**config.mk**
```make
export PLATFORM = sky130hd
export DESIGN_NAME = sce_div
export DESIGN_NICKNAME = d
export VERILOG_FILES = /design/src/sce_pkg.sv /design/src/sce_div.sv
export SDC_FILE = /design/constraint.sdc
export NUM_CORES = 1
export LEC_CHECK = 0
export ABC_AREA = 1
export CAP_MARGIN = 5
export CORE_UTILIZATION = 55
export DETAILED_ROUTE_END_ITERATION = 10
export DONT_BUFFER_PORTS = 1
export GPL_TIMING_DRIVEN = 1
export PLACE_DENSITY_LB_ADDON = 0.2
export SLEW_MARGIN = 20
export SYNTH_ARGS = -nofsm -noshare
export SYNTH_HDL_FRONTEND = slang
export SYNTH_SLANG_ARGS = --single-unit
```
**constraint.sdc**
```tcl
create_clock -name clk -period 5.5 [get_ports clk]
set_clock_uncertainty 0.1 [all_clocks]
set_input_delay 1.1 -clock clk [delete_from_list [all_inputs] [get_ports clk]]
set_output_delay 1.1 -clock clk [all_outputs]
set_load 0.03 [all_outputs]
```
**src/sce_pkg.sv**
```systemverilog
// Shared types and constants of the stack calculator engine.
package sce_pkg;

  localparam int STACK_DEPTH = 64;
  localparam int ADDR_W      = (STACK_DEPTH > 2) ? $clog2(STACK_DEPTH) : 1;
  localparam int CNT_W       = $clog2(STACK_DEPTH + 1);
  localparam int VAL_W       = 32;
  localparam int FRAC_W      = 16;
  localparam int DIV_NUM_W   = VAL_W + FRAC_W;
  localparam int DIV_CNT_W   = $clog2(DIV_NUM_W);

  localparam logic [2:0] CMD_PUSH = 3'd0;
  localparam logic [2:0] CMD_POP  = 3'd1;
  localparam logic [2:0] CMD_ADD  = 3'd2;
  localparam logic [2:0] CMD_SUB  = 3'd3;
  localparam logic [2:0] CMD_MUL  = 3'd4;
  localparam logic [2:0] CMD_DIV  = 3'd5;

  localparam logic [1:0] ST_OK      = 2'd0;
  localparam logic [1:0] ST_UNDER   = 2'd1;
  localparam logic [1:0] ST_OVER    = 2'd2;
  localparam logic [1:0] ST_DIVZERO = 2'd3;

  localparam logic signed [VAL_W-1:0] VAL_MAX = {1'b0, {(VAL_W-1){1'b1}}};
  localparam logic signed [VAL_W-1:0] VAL_MIN = {1'b1, {(VAL_W-1){1'b0}}};

  typedef struct packed {
    logic [2:0]              command;
    logic signed [VAL_W-1:0] push_value;
  } in_req_t;

  typedef struct packed {
    logic signed [VAL_W-1:0] result_value;
    logic [1:0]              status;
    logic [6:0]              depth_after;
    logic                    saturated;
  } out_rsp_t;

endpackage

```
**src/sce_div.sv**
```systemverilog
// Bit-serial restoring divider for the Q16.16 quotient (b * 2^16) / a, saturated.
module sce_div (
  input  logic                              clk,
  input  logic                              rst_n,
  input  logic                              start,
  input  logic signed [sce_pkg::VAL_W-1:0]  dividend,
  input  logic signed [sce_pkg::VAL_W-1:0]  divisor,
  output logic                              done,
  output logic signed [sce_pkg::VAL_W-1:0]  quotient,
  output logic                              sat
);

  logic                              busy_r;
  logic                              done_r;
  logic [sce_pkg::DIV_CNT_W-1:0]     cnt_r;
  logic [sce_pkg::VAL_W-1:0]         rem_r;
  logic [sce_pkg::DIV_NUM_W-1:0]     quo_r;
  logic [sce_pkg::VAL_W-1:0]         dvs_r;
  logic                              neg_r;

  logic [sce_pkg::VAL_W:0]           rem_sh;
  logic [sce_pkg::VAL_W:0]           trial;
  logic                              ge;
  logic [sce_pkg::VAL_W-1:0]         mag_b;
  logic [sce_pkg::VAL_W-1:0]         mag_a;
  logic                              big_pos;
  logic                              big_neg;

  assign mag_b  = dividend[sce_pkg::VAL_W-1] ? (~dividend + 1'b1) : dividend;
  assign mag_a  = divisor[sce_pkg::VAL_W-1]  ? (~divisor + 1'b1)  : divisor;
  assign rem_sh = {rem_r, quo_r[sce_pkg::DIV_NUM_W-1]};
  assign ge     = (rem_sh >= {1'b0, dvs_r});
  assign trial  = rem_sh - {1'b0, dvs_r};

  always_ff @(posedge clk) begin
    if (!rst_n) begin
      busy_r <= 1'b0;
      done_r <= 1'b0;
      cnt_r  <= '0;
    end else begin
      done_r <= 1'b0;
      if (start) begin
        busy_r <= 1'b1;
        cnt_r  <= '0;
      end else if (busy_r) begin
        cnt_r <= cnt_r + 1'b1;
        if (cnt_r == sce_pkg::DIV_CNT_W'(sce_pkg::DIV_NUM_W - 1)) begin
          busy_r <= 1'b0;
          done_r <= 1'b1;
        end
      end
    end
  end

  always_ff @(posedge clk) begin
    if (start) begin
      rem_r <= '0;
      quo_r <= {mag_b, {sce_pkg::FRAC_W{1'b0}}};
      dvs_r <= mag_a;
      neg_r <= dividend[sce_pkg::VAL_W-1] ^ divisor[sce_pkg::VAL_W-1];
    end else if (busy_r) begin
      rem_r <= ge ? trial[sce_pkg::VAL_W-1:0] : rem_sh[sce_pkg::VAL_W-1:0];
      quo_r <= {quo_r[sce_pkg::DIV_NUM_W-2:0], ge};
    end
  end

  // Positive results clamp above 2^31-1, negative ones below -2^31.
  assign big_pos = |quo_r[sce_pkg::DIV_NUM_W-1:sce_pkg::VAL_W-1];
  assign big_neg = (|quo_r[sce_pkg::DIV_NUM_W-1:sce_pkg::VAL_W]) |
                   (quo_r[sce_pkg::VAL_W-1] & (|quo_r[sce_pkg::VAL_W-2:0]));

  always_comb begin
    if (neg_r) begin
      sat      = big_neg;
      quotient = big_neg ? sce_pkg::VAL_MIN : (~quo_r[sce_pkg::VAL_W-1:0] + 1'b1);
    end else begin
      sat      = big_pos;
      quotient = big_pos ? sce_pkg::VAL_MAX : quo_r[sce_pkg::VAL_W-1:0];
    end
  end

  assign done = done_r;

`ifndef SYNTHESIS
  a_no_restart: assert property (@(posedge clk) disable iff (!rst_n)
    start |-> !busy_r)
    else $error("divider restarted while busy");
`endif

endmodule

```
After elaboration in Yosys (flattened, before gate mapping)
Index checks and enable logic that the tools add are counted.
Widths: inputs -> output; s select.
Word-level totals
  bits in registers: 121
  input bits: 67
  output and inout bits: 34
  logic and storage cells: 43
Operators by class
  $add $sub $neg: 5
  order comparisons: 1
  eq/ne operators: 1
  mux-type cells: 13
  bitwise logic cells: 8
  reduce and logical (&&, ||, !) cells: 6
Operators with widths (count)
  $mux 32: 5
  $add 32x1->32 const B: 3
  $mux 48: 2
  $not 32->32: 3
  $ge 33x32->1: 1
  $sub 32x32->32: 1
  $mux 31: 1
  $reduce_or 31->1: 1
  $reduce_or 17->1: 1
  $reduce_or 16->1: 1
  $add 6x1->6 const B: 1
  $eq 6x6->1 const B: 1
  $mux 1: 5
  $reduce_or 3->1: 1
  $not 1->1: 2
  $reduce_bool 2->1: 1
  $reduce_or 2->1: 1
  $and 1x1->1: 1
  $or 1x1->1: 1
  $xor 1x1->1: 1

Depth between registers and ports, before layout
  depth after elaboration: 5
  mapped depth: 16
  mapped depth without buffers: 16

Least setup slack after synthesis
Ideal clock, no wire load.
  kind: register -> output
  from: register quo_r[0] in the netlist's numbering
  to: output quotient[11] in the netlist's numbering
  arrival: 2072 ps
  required time: 4300 ps
  path slack: 2228 ps
  cell stages (with the launch flop): 11
  buffers on the path: 0
  cells stage by stage: dfxtp_1 -> inv_1 -> ha_1 -> nand3_2 -> nor2_2 -> nand2_1 -> o21ai_2 -> nand2_4 -> nor2_8 -> inv_4 -> o21ai_0
On the way
  longest elaborated chain between the ends: 5
  elaborated cells between the ends (all ways): 7
  classes of those cells: add/sub: 1; mux: 2; bitwise: 3; reduce/logical: 1
RTL lines
  start: declaration: line sce_div.sv:17  | logic [sce_pkg::DIV_NUM_W-1:0] quo_r;
  start signal: assignment: line sce_div.sv:58  | quo_r <= {mag_b, {sce_pkg::FRAC_W{1'b0}}};
  start signal: assignment: line sce_div.sv:63  | quo_r <= {quo_r[sce_pkg::DIV_NUM_W-2:0], ge};
  parallel branches: the longest is 3 deep, another holds $add 32x1->32
  $mux 32 (*): line sce_div.sv:75  | quotient = big_neg ? sce_pkg::VAL_MIN : (~quo_r[sce_pkg::VAL_W-1:0] + 1'b1);
  $mux 32 (*): line sce_div.sv:73  | if (neg_r) begin
  end: declaration: line sce_div.sv:9  | output logic signed [sce_pkg::VAL_W-1:0] quotient,
Every way passes the cells marked *.

Worst setup path in the final report
  from: register quo_r[47] in the netlist's numbering
  to: output quotient[11] in the netlist's numbering
On the way
  longest elaborated chain between the ends: 4
  elaborated cells between the ends (all ways): 6
  classes of those cells: mux: 3; bitwise: 1; reduce/logical: 2
RTL lines
  $reduce_or 16->1: line sce_div.sv:69  | assign big_neg = (|quo_r[sce_pkg::DIV_NUM_W-1:sce_pkg::VAL_W]) |
  $or 1x1->1: line sce_div.sv:69
  $mux 32: line sce_div.sv:75
  $mux 32 (*): line sce_div.sv:73
Mark *: on every way between the ends. The rest lies on a longest branch, timed or not.

==> out/metrics.cfg <==
[logic_synthesis]
postSynth.asyncResetShare_pct=0
yosys_register_bits=121
number_of_nets_produced_by_synthesis=1667
synth_simple_gate_area_share_pct=35.6
yosys_warnings=0
synth-adder-area-share_pct=4.65
synth.cell_area_um2=10100
yosys.cell_types.count=49
synth_top_family_by_area=simple AND/OR/NAND/NOR gates
synth_top_cell_area_share_pct=19.3
synthesis.instances=1563
synth_xor_xnor_area_share_pct=5.98
synthFlopType=edfxtp_1
ys_top_cells_by_area=edfxtp_1, nand2_1, dfxtp_1
synth.avg_cell_area_um2=6.47
synthMuxAreaShare_pct=0
synth_top_area_cell=edfxtp_1
synth-compound-area-share_pct=10.9
synth.yosys.seq_area_share_pct=30.4
synth-edff-count=65

[critical_path]
worst_setup_path_type=flop to primary output
cell_type_of_the_slowest_stage_on_the_worst_timing_path=o21ai_0
required_ns=4.30
timing.reg2reg.setup_slack_ns=2.59
crit_path_cell_trace=nor4_1 > nand2_1 > nor3_4 > nand2_4 > nor2_8 > inv_4 > o21ai_0
critPathTopFamily=simple AND/OR/NAND/NOR gates
critical_path.max_stage_delay_ns=0.76
cp_num_buf_inv=1
crit_fanout=21
arrival_ns=2.88
cp-end-kind=primary output
critPathLaunchType=flop

[clocking]
cts_buffers=17
tritoncts=built
cts_buffer_depth=2
ctsRootBufferMaster=clkbuf_16
count_of_hold_buffers_inserted_by_post_cts_repair=0
post-cts-setup-buffers=0
worst_skew_pair.late_latency_ns=0.43
clock_sink_count=121
htree_num_levels=4
post_cts_resize_count=0
clkTransAtPathRegs_ns=0.05

[route]
first_iter_violations=897
route.antenna.remaining_nets=0
finalWirelength_um=26700
drt_pre_antenna_iters=5
routed_wire_length_per_instance_um=14.9
num_vias=9707
post-route-drc-count=0
avgViaCountPerCell=5.42

[timing]
hold_violations=0
fmaxAchievable_mhz=245
timing_max_transition_violations_final=0
setup_ws_ns=1.42
grt_setup_unrepaired=false
period_minus_slack_ns=4.08
period_share_pct=74.2
worst-slew-pin-transition_ns=0.935
setup_viol=0
timing.slew.headroom_pct=37.0
total_negative_slack_for_setup_checks_ns=0

[floorplan]
die_x_um=138
fp.dieArea_um2=18900
floorplan.rows=49
die_height_um=138
floorplan.io_pins=101
initial_core_util_pct=56.3
core_um2=18000

[power_and_ir_drop]
pwrdens_nw_per_um2=246
vdd_ir_drop_max_v=0.000220
power_leakage_uw=0.00547
report.power.total_uw=2680

[grt]
grt_pass1_vias=8727
antenna_violations_before_repair=0
globalRoute.totalOverflow=0
maximum_number_of_pins_on_one_net_before_global_route_repair=57
gr-usage-all-layers_pct=29.7
grt_first_pass_wirelength_um=43500

[place]
gp_congestion=0.986
hpwlAfterDp_um=20200
detailed_place.area_um2=10200
io_buffer_count=0
placement.setup.worst_slack_ns=1.89

[final_layout]
layout.core_utilization_pct=60.6
fin_nets=1653
postLayoutCellArea_um2=10900
antenna_cells_inserted=0
syn2layout_area_growth_pct=7.72
share_of_post_route_cells_with_drive_strength_above_1_pct=5.83

[hold_path]
worst_hold_path_type=flop to flop

[flow_run]
cap_violations=0

[run_status]
run_status=complete, no violations

## registers in the layout (all words and copies together), names as in the netlist
register and flops:
quo_r 48, dvs_r 32, rem_r 32, cnt_r 6
busy_r 1, done 1, neg_r 1
## worst reg2reg max path, delay by kind of cell (launching register included)
family / cells / cell delay (ns)
AO/OA/AOI/OAI: 2 / 0.39
adder cells (fa/ha/maj): 1 / 0.35
buffers and inverters: 1 / 0.07
flip-flops: 1 / 0.40
AND/OR/NAND/NOR: 8 / 1.52
## placed cells by master, fill, tap and decap left out, types with 2 or more instances in the layout
master     netlist  routed
or2_2            5       5
ha_1            36      36
nor2_1         115     114
clkbuf_16        0      21
nor3_1          27      27
o21ai_2          6       6
nor4_1           6       6
inv_6            0       3
o21ai_0         81      81
nand3_2          8       8
o32ai_1          2       2
inv_1          276     275
o22ai_1         25      25
clkbuf_8         0       2
o21ai_1         29      29
xor2_1          49      49
inv_2            7       8
clkinv_4         0       2
nor3_2           3       3
nand3b_1        16      16
nand2_4          2       2
and2_1           5       5
o21bai_1         3       3
inv_4            1       2
buf_4            2       4
o21a_1           3       3
dfxtp_1         56      56
edfxtp_1        65      65
nand4_1         27      27
nor2_4           2       3
nand2_1        454     454
xnor2_1         20      20
nand3_1        124     124
nor2_2          13      13
a21oi_1         45      45
## worst paths after layout
kind,from,to,cells after the start
max reg2reg,dvs_r[28],rem_r[26],12
max,quo_r[47],quotient[11],7
min reg2reg,rem_r[20],rem_r[20],2
min,rem_r[20],rem_r[20],2
## cells in the mapped netlist, types with 2 or more instances
master    instances
and2_1            5
xnor2_1          20
o32ai_1           2
or2_2             5
xor2_1           49
edfxtp_1         65
nand3_1         124
buf_4             2
o22ai_1          25
inv_2             7
nand3b_1         16
clkbuf_1         26
o21ai_0          81
nor3_1           27
ha_1             36
o21ai_2           6
nor2_1          115
nor2_4            2
nor2_2           13
nand3_2           8
nand2_4           2
nor4_1            6
inv_1           276
o21bai_1          3
dfxtp_1          56
nand4_1          27
buf_6             5
nor3_2            3
o21ai_1          29
o21a_1            3
a21oi_1          45
nand2_1         454
buf_2             4
## per-layer routing
layer	vias up	part of all wire [%]	GRT usage [%]
li1	4980	-	-
met1	4314	49	43.9
met2	371	42	42.9
met3	42	7.6	5.22
met4	0	2.0	10.2
met5	-	0	0
## layout make-up
class	instances	area [um^2]
clock buffer	23	553
clock inverter	9	92.6
fill	1716	7080
inverter	285	1070
multi-input combinational	1120	5780
sequential	121	3070
tap	229	287
timing repair buffer	4	30.0
## report_power, final
group | leakage, uW | switching, uW | internal [uW]
combinational | 0.00404 | 302 | 122
sequential | 0.00111 | 36.1 | 1020
clock | 0.000318 | 444 | 760
total | 0.00547 | 783 | 1900
## kinds of logic (layout without fill, tap and decap cells)
| group | after synthesis | after routing |
|---|---|---|
| and+or+nand+nor | 813 | 813 |
| buffers and inverters | 322 | 321 |
| AOI/OAI and AO/OA | 201 | 201 |
| DFF | 121 | 121 |
| xor gates and xnor gates | 69 | 69 |
| adders and majority gates | 37 | 37 |
## through the flow
step	hold WS, ns	cells
2_1_floorplan	0.344	1563
5_1_grt	0.384	1791
4_1_cts	0.368	1791
6_report	0.370	1791
3_3_place_gp	0.358	1759
3_5_place_dp	0.357	1759
(Power assumes the default switching activity.)
